==> config.mk <==
export PLATFORM = sky130hd
export DESIGN_NAME = ymodem_frame_receiver_unit
export DESIGN_NICKNAME = d
export VERILOG_FILES = /design/src/design/yfr_pkg.sv /design/src/design/ymodem_frame_receiver_unit.sv /design/src/design/yfr_front.sv /design/src/design/yfr_queue.sv /design/src/design/yfr_back.sv
export SDC_FILE = /design/constraint.sdc
export NUM_CORES = 1
export LEC_CHECK = 0
export BUFFER_PORTS_ARGS = -buffer_cell sky130_fd_sc_hd__buf_2
export CORE_UTILIZATION = 60
export CTS_CLUSTER_SIZE = 28
export DETAILED_ROUTE_END_ITERATION = 6
export GPL_TIMING_DRIVEN = 0
export PLACE_DENSITY = 0.77
export SYNTH_ARGS = -nofsm -noshare
export SYNTH_HDL_FRONTEND = slang
export SYNTH_SLANG_ARGS = --single-unit
==> constraint.sdc <==
create_clock -name clk -period 6.56 [get_ports clk]
set_input_delay 0.328 -clock clk [delete_from_list [all_inputs] [get_ports clk]]
set_output_delay 0.328 -clock clk [all_outputs]
set_load 0.02 [all_outputs]
==> src/design/yfr_pkg.sv <==
`timescale 1ns / 1ps
// ============================================================================
// yfr_pkg: shared types and constants for the YMODEM frame receiver
// Item structs, command and response codes, and the CRC-16 byte update.
// ============================================================================
package yfr_pkg;

    localparam logic [15:0] CrcPoly   = 16'h1021;
    localparam logic [10:0] ShortLen  = 11'd128;
    localparam logic [10:0] LongLen   = 11'd1024;
    localparam logic [7:0]  ByteSoh   = 8'h01;
    localparam logic [7:0]  ByteStx   = 8'h02;
    localparam logic [7:0]  ByteEot   = 8'h04;
    localparam logic [7:0]  ByteSpace = 8'h20;
    localparam logic [7:0]  ByteZero  = 8'h30;
    localparam int          QueueDepth = 2;

    localparam logic [1:0] CfgLongBlocks = 2'd0;
    localparam logic [1:0] CfgNakInterval = 2'd1;
    localparam logic [1:0] CfgTimeout = 2'd2;

    localparam logic [1:0] CmdByte  = 2'd0;
    localparam logic [1:0] CmdTick  = 2'd1;
    localparam logic [1:0] CmdStart = 2'd2;

    localparam logic [2:0] RespNone = 3'd0;
    localparam logic [2:0] RespAck  = 3'd1;
    localparam logic [2:0] RespNak  = 3'd2;
    localparam logic [2:0] RespC    = 3'd3;
    localparam logic [2:0] RespCan  = 3'd4;

    localparam logic [1:0] StatRun     = 2'd0;
    localparam logic [1:0] StatDone    = 2'd1;
    localparam logic [1:0] StatTimeout = 2'd2;

    typedef enum logic [1:0] {
        PH_IDLE  = 2'd0,
        PH_WAIT  = 2'd1,
        PH_BLOCK = 2'd2,
        PH_EOT   = 2'd3
    } phase_t;

    typedef enum logic [1:0] {
        K_BYTE  = 2'd0,
        K_TICK  = 2'd1,
        K_START = 2'd2,
        K_NOP   = 2'd3
    } kind_t;

    typedef struct packed {
        logic [1:0] cmd;
        logic [7:0] rx_byte;
    } in_item_t;

    typedef struct packed {
        logic [2:0]  response;
        logic        payload_valid;
        logic [7:0]  payload_byte;
        logic [9:0]  payload_index;
        logic [10:0] commit_length;
        logic        open_file;
        logic [31:0] file_size;
        logic        close_file;
        logic [1:0]  session_status;
    } out_item_t;

    // classified item as it travels from front to back
    typedef struct packed {
        kind_t      kind;
        logic [7:0] data;
        logic       is_soh;
        logic       is_stx;
        logic       is_eot;
        logic       is_nul;
        logic       is_space;
    } cls_item_t;

    typedef struct packed {
        logic       long_blocks;
        logic [7:0] nak_interval;
        logic [7:0] timeout;
    } cfg_t;

    function automatic logic [15:0] crc_add(input logic [15:0] crc, input logic [7:0] b);
        logic [15:0] c;
        c = crc ^ {b, 8'h00};
        for (int k = 0; k < 8; k++)
        begin
            if (c[15])
                c = {c[14:0], 1'b0} ^ CrcPoly;
            else
                c = {c[14:0], 1'b0};
        end
        return c;
    endfunction

endpackage

==> src/design/ymodem_frame_receiver_unit.sv <==
`timescale 1ns / 1ps
// ============================================================================
// ymodem_frame_receiver_unit: YMODEM receive engine with CRC-16
// Frames SOH/STX blocks, checks block number and CRC, parses block 0.
// ============================================================================
// Usage:
//   in_valid/in_ready/in_item carry one item each: a received byte, a
//   millisecond tick or a start command. out_valid/out_ready/out_item return
//   exactly one result item per input item: the reply to send, the payload
//   byte with its index, the commit length of a passed block, file open and
//   close events and the session status.
//   A result item passes through the queue entry and then the engine with
//   its result register. Throughput is one item per cycle while out_ready
//   is high and no remainder recompute runs; the engine updates CRC,
//   counters and size parse as each byte is popped.
//   A stalled out_ready holds the result register; the two-entry queue
//   absorbs items until it fills, then in_ready drops.
//   Writing nak_interval starts a recompute of the tick remainder;
//   in_ready is low while it runs.
//   Reset (rst_n low, asynchronous) leaves the session idle with the
//   register defaults: long blocks on, NAK interval 25, timeout 200.
// ============================================================================
module ymodem_frame_receiver_unit
    import yfr_pkg::*;
(
    input  logic       clk,
    input  logic       rst_n,
    input  logic       in_valid,
    output logic       in_ready,
    input  in_item_t   in_item,
    output logic       out_valid,
    input  logic       out_ready,
    output out_item_t  out_item,
    input  logic       cfg_we,
    input  logic [1:0] cfg_index,
    input  logic [7:0] cfg_data
);

    cfg_t      cfg_reg, cfg_next;
    logic      interval_written;
    logic      q_push, q_pop, q_full, q_not_empty, back_busy;
    cls_item_t push_item, q_head;

    // hold the config registers; user must write only while idle, unchecked
    always_comb
    begin
        cfg_next = cfg_reg;
        if (cfg_we)
        begin
            case (cfg_index)
                CfgLongBlocks:  cfg_next.long_blocks  = cfg_data[0];
                CfgNakInterval: cfg_next.nak_interval = cfg_data;
                CfgTimeout:     cfg_next.timeout      = cfg_data;
                default:
                begin
                end
            endcase
        end
    end

    assign interval_written = cfg_we && (cfg_index == CfgNakInterval);

    always_ff @(posedge clk or negedge rst_n)
    begin
        if (!rst_n)
        begin
            cfg_reg.long_blocks  <= 1'b1;
            cfg_reg.nak_interval <= 8'd25;
            cfg_reg.timeout      <= 8'd200;
        end
        else
            cfg_reg <= cfg_next;
    end

    // classify and accept
    yfr_front u_front (
        .in_valid  (in_valid),
        .in_ready  (in_ready),
        .in_item   (in_item),
        .q_full    (q_full),
        .back_busy (back_busy),
        .q_push    (q_push),
        .q_item    (push_item)
    );

    // decouple front from the engine
    yfr_queue u_queue (
        .clk       (clk),
        .rst_n     (rst_n),
        .push      (q_push),
        .push_item (push_item),
        .pop       (q_pop),
        .not_empty (q_not_empty),
        .full      (q_full),
        .head      (q_head)
    );

    // protocol engine and result register
    yfr_back u_back (
        .clk              (clk),
        .rst_n            (rst_n),
        .cfg              (cfg_reg),
        .interval_written (interval_written),
        .q_not_empty      (q_not_empty),
        .q_head           (q_head),
        .q_pop            (q_pop),
        .busy             (back_busy),
        .out_valid        (out_valid),
        .out_ready        (out_ready),
        .out_item         (out_item)
    );

endmodule

==> src/design/yfr_front.sv <==
`timescale 1ns / 1ps
// ============================================================================
// yfr_front: input acceptance and classification
// Decode the command and flag the framing bytes before queueing the item.
// ============================================================================
module yfr_front
    import yfr_pkg::*;
(
    input  logic      in_valid,
    output logic      in_ready,
    input  in_item_t  in_item,
    input  logic      q_full,
    input  logic      back_busy,
    output logic      q_push,
    output cls_item_t q_item
);

    assign in_ready = !q_full && !back_busy;
    assign q_push   = in_valid && in_ready;

    always_comb
    begin
        case (in_item.cmd)
            CmdByte:  q_item.kind = K_BYTE;
            CmdTick:  q_item.kind = K_TICK;
            CmdStart: q_item.kind = K_START;
            default:  q_item.kind = K_NOP;
        endcase
        q_item.data     = in_item.rx_byte;
        q_item.is_soh   = (in_item.rx_byte == ByteSoh);
        q_item.is_stx   = (in_item.rx_byte == ByteStx);
        q_item.is_eot   = (in_item.rx_byte == ByteEot);
        q_item.is_nul   = (in_item.rx_byte == 8'h00);
        q_item.is_space = (in_item.rx_byte == ByteSpace);
    end

endmodule

==> src/design/yfr_queue.sv <==
`timescale 1ns / 1ps
// ============================================================================
// yfr_queue: short item queue between front and back
// Two-entry register queue; push and pop may happen in the same cycle.
// ============================================================================
module yfr_queue
    import yfr_pkg::*;
(
    input  logic      clk,
    input  logic      rst_n,
    input  logic      push,
    input  cls_item_t push_item,
    input  logic      pop,
    output logic      not_empty,
    output logic      full,
    output cls_item_t head
);

    cls_item_t  mem_reg [QueueDepth];
    logic       wr_ptr_reg, wr_ptr_next;
    logic       rd_ptr_reg, rd_ptr_next;
    logic [1:0] count_reg, count_next;

    assign not_empty = (count_reg != 2'd0);
    assign full      = (count_reg == 2'(QueueDepth));
    assign head      = mem_reg[rd_ptr_reg];

    always_comb
    begin
        wr_ptr_next = wr_ptr_reg ^ push;
        rd_ptr_next = rd_ptr_reg ^ pop;
        count_next  = count_reg + {1'b0, push} - {1'b0, pop};
    end

    always_ff @(posedge clk or negedge rst_n)
    begin
        if (!rst_n)
        begin
            wr_ptr_reg <= 1'b0;
            rd_ptr_reg <= 1'b0;
            count_reg  <= 2'd0;
        end
        else
        begin
            wr_ptr_reg <= wr_ptr_next;
            rd_ptr_reg <= rd_ptr_next;
            count_reg  <= count_next;
        end
    end

    always_ff @(posedge clk)
    begin
        if (push)
            mem_reg[wr_ptr_reg] <= push_item;
    end

endmodule

==> src/design/yfr_back.sv <==
`timescale 1ns / 1ps
// ============================================================================
// yfr_back: protocol engine and result register
// Run YMODEM receive state at one item per cycle unless stalled; hold result.
// ============================================================================
module yfr_back
    import yfr_pkg::*;
(
    input  logic      clk,
    input  logic      rst_n,
    input  cfg_t      cfg,
    input  logic      interval_written,
    input  logic      q_not_empty,
    input  cls_item_t q_head,
    output logic      q_pop,
    output logic      busy,
    output logic      out_valid,
    input  logic      out_ready,
    output out_item_t out_item
);

    phase_t      phase_reg, phase_next;
    logic [10:0] count_reg, count_next;
    logic        long_reg, long_next;
    logic [7:0]  hdr_reg, hdr_next;
    logic [15:0] crc_reg, crc_next;
    logic [15:0] rcrc_reg, rcrc_next;
    logic [7:0]  expect_reg, expect_next;
    logic [31:0] remain_reg, remain_next;
    logic [7:0]  tick_reg, tick_next;
    logic [7:0]  nakrem_reg, nakrem_next;
    logic [1:0]  spp_reg, spp_next;
    logic [31:0] acc_reg, acc_next;
    logic        name_reg, name_next;
    logic        infile_reg, infile_next;

    // tick remainder recompute after an interval change (restoring division)
    logic        div_busy_reg, div_busy_next;
    logic [2:0]  div_step_reg, div_step_next;
    logic [7:0]  div_r_reg, div_r_next;
    logic [8:0]  div_shift;
    logic [8:0]  div_sub;

    logic        out_valid_reg, out_valid_next;
    out_item_t   out_item_reg, out_item_next;

    logic [10:0] blk_len;
    logic [7:0]  tick_inc;
    logic [7:0]  rem_inc;
    logic [9:0]  pidx;
    logic [15:0] rcrc_full;
    logic [31:0] keep;
    logic [31:0] acc_mul;

    assign busy      = div_busy_reg;
    assign q_pop     = q_not_empty && !div_busy_reg && (!out_valid_reg || out_ready);
    assign out_valid = out_valid_reg;
    assign out_item  = out_item_reg;

    assign div_shift = {div_r_reg, tick_reg[div_step_reg]};
    assign div_sub   = div_shift - {1'b0, cfg.nak_interval};

    always_comb
    begin
        div_busy_next = div_busy_reg;
        div_step_next = div_step_reg;
        div_r_next    = div_r_reg;
        if (interval_written)
        begin
            div_busy_next = 1'b1;
            div_step_next = 3'd7;
            div_r_next    = 8'd0;
        end
        else if (div_busy_reg)
        begin
            div_r_next    = (div_shift >= {1'b0, cfg.nak_interval}) ? div_sub[7:0]
                                                                     : div_shift[7:0];
            div_step_next = div_step_reg - 3'd1;
            if (div_step_reg == 3'd0)
                div_busy_next = 1'b0;
        end
    end

    always_comb
    begin
        phase_next  = phase_reg;
        count_next  = count_reg;
        long_next   = long_reg;
        hdr_next    = hdr_reg;
        crc_next    = crc_reg;
        rcrc_next   = rcrc_reg;
        expect_next = expect_reg;
        remain_next = remain_reg;
        tick_next   = tick_reg;
        nakrem_next = nakrem_reg;
        spp_next    = spp_reg;
        acc_next    = acc_reg;
        name_next   = name_reg;
        infile_next = infile_reg;
        out_item_next = '0;

        blk_len   = long_reg ? LongLen : ShortLen;
        tick_inc  = tick_reg + 8'd1;
        rem_inc   = (nakrem_reg + 8'd1 == cfg.nak_interval) ? 8'd0 : nakrem_reg + 8'd1;
        pidx      = 10'(count_reg - 11'd3);
        rcrc_full = rcrc_reg | {8'h00, q_head.data};
        keep      = (remain_reg < {21'd0, blk_len}) ? remain_reg : {21'd0, blk_len};
        acc_mul   = {acc_reg[28:0], 3'b000} + {acc_reg[30:0], 1'b0}
                    + {24'd0, q_head.data} - {24'd0, ByteZero};

        if (div_busy_reg && !div_busy_next)
            nakrem_next = div_r_next;

        if (q_pop)
        begin
            case (q_head.kind)
                K_START:
                begin
                    phase_next  = PH_WAIT;
                    count_next  = 11'd0;
                    expect_next = 8'd0;
                    remain_next = 32'd0;
                    tick_next   = 8'd0;
                    nakrem_next = 8'd0;
                    infile_next = 1'b0;
                    spp_next    = 2'd0;
                    acc_next    = 32'd0;
                    name_next   = 1'b0;
                    out_item_next.response = RespC;
                end
                K_TICK:
                begin
                    if (phase_reg != PH_IDLE)
                    begin
                        tick_next   = tick_inc;
                        nakrem_next = rem_inc;
                        if (tick_inc >= cfg.timeout)
                        begin
                            out_item_next.response       = RespCan;
                            out_item_next.session_status = StatTimeout;
                            phase_next = PH_IDLE;
                            count_next = 11'd0;
                        end
                        else if ((phase_reg == PH_WAIT || phase_reg == PH_BLOCK)
                                 && cfg.nak_interval != 8'd0 && rem_inc == 8'd0)
                        begin
                            out_item_next.response = RespNak;
                            phase_next = PH_WAIT;
                            count_next = 11'd0;
                        end
                    end
                end
                K_BYTE:
                begin
                    case (phase_reg)
                        PH_WAIT:
                        begin
                            if (q_head.is_soh || (q_head.is_stx && cfg.long_blocks))
                            begin
                                long_next  = q_head.is_stx;
                                count_next = 11'd1;
                                hdr_next   = 8'd0;
                                crc_next   = 16'd0;
                                rcrc_next  = 16'd0;
                                spp_next   = 2'd0;
                                acc_next   = 32'd0;
                                name_next  = 1'b0;
                                phase_next = PH_BLOCK;
                            end
                            else
                            begin
                                out_item_next.response = RespNak;
                                if (q_head.is_eot)
                                    phase_next = PH_EOT;
                            end
                        end
                        PH_EOT:
                        begin
                            if (q_head.is_eot)
                            begin
                                out_item_next.close_file = 1'b1;
                                out_item_next.response   = RespC;
                                infile_next = 1'b0;
                                expect_next = 8'd0;
                                remain_next = 32'd0;
                                phase_next  = PH_WAIT;
                            end
                        end
                        PH_BLOCK:
                        begin
                            count_next = count_reg + 11'd1;
                            if (count_reg == 11'd1)
                                hdr_next = q_head.data;
                            else if (count_reg >= 11'd3 && count_reg < blk_len + 11'd3)
                            begin
                                out_item_next.payload_valid = 1'b1;
                                out_item_next.payload_byte  = q_head.data;
                                out_item_next.payload_index = pidx;
                                crc_next = crc_add(crc_reg, q_head.data);
                                if (pidx == 10'd0 && !q_head.is_nul)
                                    name_next = 1'b1;
                                if (spp_reg == 2'd0)
                                begin
                                    if (q_head.is_nul)
                                        spp_next = 2'd1;
                                end
                                else if (spp_reg == 2'd1)
                                begin
                                    if (q_head.is_nul || q_head.is_space)
                                        spp_next = 2'd2;
                                    else
                                        acc_next = acc_mul;
                                end
                            end
                            else if (count_reg == blk_len + 11'd3)
                                rcrc_next = {q_head.data, 8'h00};
                            else if (count_reg >= blk_len + 11'd4)
                            begin
                                rcrc_next  = rcrc_full;
                                phase_next = PH_WAIT;
                                count_next = 11'd0;
                                if (hdr_reg != expect_reg || crc_reg != rcrc_full)
                                    out_item_next.response = RespNak;
                                else if (!infile_reg && !name_reg)
                                begin
                                    out_item_next.response       = RespCan;
                                    out_item_next.session_status = StatDone;
                                    phase_next = PH_IDLE;
                                end
                                else
                                begin
                                    if (!infile_reg)
                                    begin
                                        out_item_next.open_file = 1'b1;
                                        out_item_next.file_size = acc_reg;
                                        remain_next = acc_reg;
                                        infile_next = 1'b1;
                                    end
                                    else
                                    begin
                                        out_item_next.commit_length = keep[10:0];
                                        remain_next = remain_reg - keep;
                                    end
                                    expect_next = expect_reg + 8'd1;
                                    tick_next   = 8'd0;
                                    nakrem_next = 8'd0;
                                    out_item_next.response = RespAck;
                                end
                            end
                        end
                        default:
                        begin
                        end
                    endcase
                end
                default:
                begin
                end
            endcase
        end

        out_valid_next = q_pop || (out_valid_reg && !out_ready);
    end

    always_ff @(posedge clk or negedge rst_n)
    begin
        if (!rst_n)
        begin
            phase_reg     <= PH_IDLE;
            count_reg     <= 11'd0;
            long_reg      <= 1'b0;
            hdr_reg       <= 8'd0;
            crc_reg       <= 16'd0;
            rcrc_reg      <= 16'd0;
            expect_reg    <= 8'd0;
            remain_reg    <= 32'd0;
            tick_reg      <= 8'd0;
            nakrem_reg    <= 8'd0;
            spp_reg       <= 2'd0;
            acc_reg       <= 32'd0;
            name_reg      <= 1'b0;
            infile_reg    <= 1'b0;
            div_busy_reg  <= 1'b0;
            div_step_reg  <= 3'd0;
            div_r_reg     <= 8'd0;
            out_valid_reg <= 1'b0;
        end
        else
        begin
            phase_reg     <= phase_next;
            count_reg     <= count_next;
            long_reg      <= long_next;
            hdr_reg       <= hdr_next;
            crc_reg       <= crc_next;
            rcrc_reg      <= rcrc_next;
            expect_reg    <= expect_next;
            remain_reg    <= remain_next;
            tick_reg      <= tick_next;
            nakrem_reg    <= nakrem_next;
            spp_reg       <= spp_next;
            acc_reg       <= acc_next;
            name_reg      <= name_next;
            infile_reg    <= infile_next;
            div_busy_reg  <= div_busy_next;
            div_step_reg  <= div_step_next;
            div_r_reg     <= div_r_next;
            out_valid_reg <= out_valid_next;
        end
    end

    always_ff @(posedge clk)
    begin
        if (q_pop)
            out_item_reg <= out_item_next;
    end

    a_pop_fills_out: assert property (@(posedge clk) disable iff (!rst_n)
        q_pop |=> out_valid_reg)
        else $error("popped item did not reach the result register");

    a_no_pop_busy: assert property (@(posedge clk) disable iff (!rst_n)
        div_busy_reg |-> !q_pop)
        else $error("item popped during remainder recompute");

    a_stall_holds: assert property (@(posedge clk) disable iff (!rst_n)
        (out_valid_reg && !out_ready) |=> $stable(out_item_reg))
        else $error("result changed while stalled");

    a_status_can: assert property (@(posedge clk) disable iff (!rst_n)
        (out_valid_reg && out_item_reg.session_status != StatRun)
            |-> out_item_reg.response == RespCan)
        else $error("session end without CAN");

endmodule
# Word level (Yosys, flattened, before mapping)
# Memory sizes are Yosys's and may differ from the RTL's.
# Index checks and enable logic that the tools add are counted.
# op_classes
add_sub_neg	15
multipliers	0
div_mod_pow	0
magnitude_cmp	7
n_eq_ne	55
shift	0
mux	198
n_bitwise	17
n_reduce_logical	62
# op_table
cell	n
16-bit two-way mux	42
32-bit two-way mux	15
32-bit case mux with 2 select lines	4
8-bit two-way mux	31
44-bit two-way mux	5
11-bit two-way mux	10
13-bit two-way mux	8
66-bit two-way mux	1
16-bit case mux with 2 select lines	2
2-bit two-way mux	29
8-bit case mux with 2 select lines	3
8-bit case mux with 3 select lines	2
3-bit != test, second input constant	14
33-bit two-way mux	1
11-bit case mux with 3 select lines	1
32-bit adder	1
32-bit by 8-bit adder with 32-bit output	1
32-bit by 11-bit < comparator with 1-bit output	1
32-bit subtractor	1
32-bit by 6-bit subtractor with 32-bit output, second input constant	1
3-bit two-way mux	9
8-bit by 1-bit adder with 8-bit output, second input constant	3
3-bit inverter	8
11-bit case mux with 2 select lines	1
65 further kinds	160
# totals
reg_bits	249
latch_bits	0
ram_bits	30
rom_bits	0
in_bits	25
out_inout_bits	71
word_cells	388
n_memories	1
# memory_table
name	words	word_bits	rd	rd_clocked_by_memory_dff	write_ports	line_no	rtl
u_queue.mem_reg	2	15	1	0	1	yfr_queue.sv:19	cls_item_t mem_reg [QueueDepth];

# Logic depth before layout (Yosys ltp)
# depth
ltp_word	56
mapped_depth	19
mapped_depth_nobuf	16

# Modules after synthesis
# From an unflattened synthesis, not the netlist that was laid out.
# hier_totals
hier_cells	1768
area_unflattened_um2	17115.2
# modules_own_cells
module	n_inst	cells_per_inst	area_each_um2	seq_area_each_um2
yfr_back	1	1644	14930.6	6050.8
yfr_queue	1	63	1345.0	1001.0
ymodem_frame_receiver_unit	1	38	676.9	434.2
yfr_front	1	23	162.7	0.0

# Worst setup path before layout
# No wires, ideal clock.
# synth_timing
path_type	flip-flop to flip-flop
from	reg u_queue.rd_ptr_reg
to	reg u_back.acc_reg[31]
setup_time_ns	0.135
t_arrival_ns	3.924
required_ns	6.425
setup_slack_ns	2.501
path_stages_with_launch	16
n_path_buf	0
synth_period_minus_slack_ns	4.059
cell_sequence	dfrtp_1 -> mux2i_1 -> inv_1 -> fa_1 -> fa_1 -> inv_1 -> fa_1 -> nand2b_1 -> a21oi_1 -> a21oi_1 -> a31o_2 -> o211a_1 -> o21a_1 -> o31ai_1 -> xnor2_1 -> o21ai_0
# synth_rtl
item	line_no	rtl
start: declaration	yfr_queue.sv:21	logic rd_ptr_reg, rd_ptr_next;
start signal: assignment	yfr_queue.sv:46	rd_ptr_reg <= rd_ptr_next;
end signal: assignment	yfr_back.sv:301	acc_reg <= acc_next;
end: declaration	yfr_back.sv:33	logic [31:0] acc_reg, acc_next;

==> impl_metrics.py <==
metrics = {
    "outcome": {
        "outcome": "finished, final reports clean",
    },
    "worst_hold_path": {
        "min_path_cells": 1,
        "whs_endpoint": "u_queue.mem_reg[0][13]",
        "hold_class": "input port to flop",
        "min_from": "in_item[8]",
    },
    "cts": {
        "cts_buffers": 30,
        "clkSlewWorstSetupHoldPaths_ns": 0.06,
        "htree_levels": 1,
        "insertion_delay_ns": 0.57,
        "clockBufferDepth": 3,
        "cts_tree": "done",
        "cts_root_buffer": "clkbuf_16",
        "cts_sinks": 279,
    },
    "placement": {
        "port_buffers": 93,
        "gp_congestion": 0.933,
        "dp_hpwl_um": 31100,
        "place_area_mm2": 0.0177,
    },
    "sta": {
        "finalSetupViolCount": 0,
        "period_share_pct": 77.2,
        "maxSlewViolCount": 0,
        "hold_viol": 0,
        "max_freq_mhz": 197,
        "slew-limit-headroom_pct": 30.2,
        "whs_ns": 0.0186,
        "setup_tns_ns": 0,
        "finClkSkew_ns": 0.0222,
        "period_minus_slack_ns": 5.07,
        "rsz0062_at_grt": "no",
        "worstMarginPinSlew_ns": 1.04,
    },
    "grt": {
        "grt_pass1_wl_um": 69300,
        "antenna_found_initial": 1,
        "first_global_vias": 13539,
        "grt_usage_pct": 30.4,
        "grt_max_degree": 98,
        "grt.overflow.total": 0,
    },
    "final_layout": {
        "syn_to_final_growth_pct": 13.3,
        "diodes": 0,
        "drive_gt1_share_pct": 10.3,
        "largest_reg_flops": 69,
        "layout_common_cells": "184 x nand2_1, 173 x dfrtp_1, 139 x o21ai_0, 137 x nor2_1, 135 x inv_1",
        "finalNetCount": 2046,
        "final_cell_area_mm2": 0.0189,
        "seq_area_mm2": 0.00749,
        "multiInputGateArea_mm2": 0.00835,
        "layout_commonest_cell": "nand2_1",
        "fill_cells": 2084,
    },
    "yosys": {
        "yosysSeqAreaShare_pct": 44.8,
        "ys_ff_latch": 279,
        "ys.flop_type": "dfrtp_1",
        "ys_types": 79,
        "synth_edf_count": 99,
        "yosysWarnings": 0,
        "syn_area_per_cell_um2": 9.51,
        "synthCells": 1755,
        "synthArstFlopShare_pct": 64.5,
        "synthesis.area_mm2": 0.0167,
        "synth_fp_nets": 1907,
    },
    "die": {
        "start_util_pct": 61.6,
        "die-height_um": 169,
        "die_area_mm2": 0.0285,
        "io_pins": 96,
        "fp.coreArea_mm2": 0.0271,
        "dieWidth_um": 169,
        "rows": 60,
    },
    "pwr": {
        "leakage_nw": 8.39,
        "totalPowerFinal_w": 0.00894,
        "p_per_area_mw_per_mm2": 472,
        "vdd_ir_drop_max_v": 0.000350,
    },
    "route": {
        "avgRoutedWirePerCell_um": 18.6,
        "viasPerCell": 6.04,
        "drt_iter0_drc": 1101,
        "ant_nets": 0,
        "vias": 13824,
        "routed_wl_um": 42600,
        "drc": 0,
        "drt_pass1_iterations": 6,
    },
    "setup_path": {
        "crit_arrival_ns": 5.49,
        "startpoint_type": "flop",
        "r2r-end": "u_back.acc_reg[30]",
        "end_kind": "flop",
        "rr_startpoint": "u_queue.rd_ptr_reg",
        "required_ns": 6.98,
        "rr_worst_depth": 15,
        "path_class": "flop to flop",
        "cp_max_fo": 10,
        "r2r_slack_ns": 1.49,
    },
    "flow_run": {
        "maxCapViolations": 0,
    },
}
[metrics by stage]
step | setup slack (ns) | cells | utilization (%)
after floorplan | 2.50 | 1755 | -
after global placement | 1.58 | 2220 | 65.0
after detailed placement | 1.53 | 2222 | 65.3
after CTS | 1.55 | 2290 | 69.8
after global routing | 1.26 | 2290 | 69.8
final | 1.49 | 2290 | 69.8
[cell type report]
type	count	share of cell area (%)
Buffer	87	1.86
Clock buffer	45	4.75
Clock inverter	11	1.10
Inverter	137	2.73
Multi-Input combinational cell	1252	44.1
Sequential cell	279	39.6
Tap cell	372	2.46
Timing Repair Buffer	107	3.44
[logic make-up after synthesis]
group                    count (synthesis)  synth area share (%)
AND/OR/NAND/NOR                        569                  16.4
AO/OA/AOI/OAI                          405                  15.2
flip-flops                             279                  44.8
buffers and inverters                  224                  5.19
adder cells (fa/ha/maj)                128                  9.89
XOR/XNOR                               107                  5.61
multiplexers                            42                  2.84
other                                    1                0.0225
[Yosys cell counts, drive strengths merged (18+ instances only)]
master    n  share of area, %
nand2b   20              0.75
nand2   184               4.1
nand3    35               1.0
mux2i    23               1.4
nor3     43               1.4
inv     137               3.1
o21ai   148               4.4
xor2     45               2.4
nor2    138               3.1
and2     24              0.90
a21o     20              0.90
xnor2    62               3.3
or3      18              0.70
clkbuf   74               1.7
a21oi    73               2.2
a31oi    22              0.82
o31ai    35               1.6
dfrtp   173                26
nor4     43               1.6
ha      120               9.0
edfxtp   99                18
[where the power goes]
| part | internal [W] | switching [W] |
|---|---|---|
| registers | 0.00217 | 0.000229 |
| clock network | 0.00118 | 0.000706 |
| logic | 0.00186 | 0.00279 |
[metal layers]
layer,global-route usage (%),vias up,wire length [um]
li1,-,6511,-
met1,39.3,6655,18000
met2,51.5,533,20300
met3,3.74,123,2340
met4,13.5,2,1870
met5,0,-,9
[how the worst max path moves through the flow]
| stage | from | endpoint | slack (ns) | cells past startpoint |
|---|---|---|---|---|
| 2_1_floorplan | u_queue.rd_ptr_reg | u_back.acc_reg[31] | 2.50 | 15 |
| 3_3_place_gp | u_queue.rd_ptr_reg | u_back.acc_reg[30] | 1.58 | 15 |
| 3_5_place_dp | u_queue.rd_ptr_reg | u_back.acc_reg[30] | 1.53 | 15 |
| 4_1_cts | u_queue.rd_ptr_reg | u_back.acc_reg[30] | 1.55 | 15 |
| 5_1_grt | u_queue.rd_ptr_reg | u_back.acc_reg[30] | 1.26 | 15 |
| 6_report | u_queue.rd_ptr_reg | u_back.acc_reg[30] | 1.49 | 15 |
[repair_timing]
action / in CTS / in global routing
gates resized for setup: 0 / 0
setup buffers: 0 / 0
hold buffers: 12 / 0
endpoints found under the hold margin: 93 / 0
endpoints found under the setup margin: 0 / 0
[worst max-delay path, stage by stage, from the launching register on]
cell and delay (ns):
dfrtp_1 0.45, buf_6 0.21, mux2i_1 0.61, inv_1 0.21, fa_1 0.49, fa_1 0.47
ha_1 0.37, a21o_1 0.21, a21oi_1 0.14, o21ai_0 0.21, o21a_1 0.33, and4_1 0.22
a221oi_1 0.54, a21oi_1 0.19, mux2i_1 0.19, o211ai_1 0.10
(Power assumes the default switching activity.)
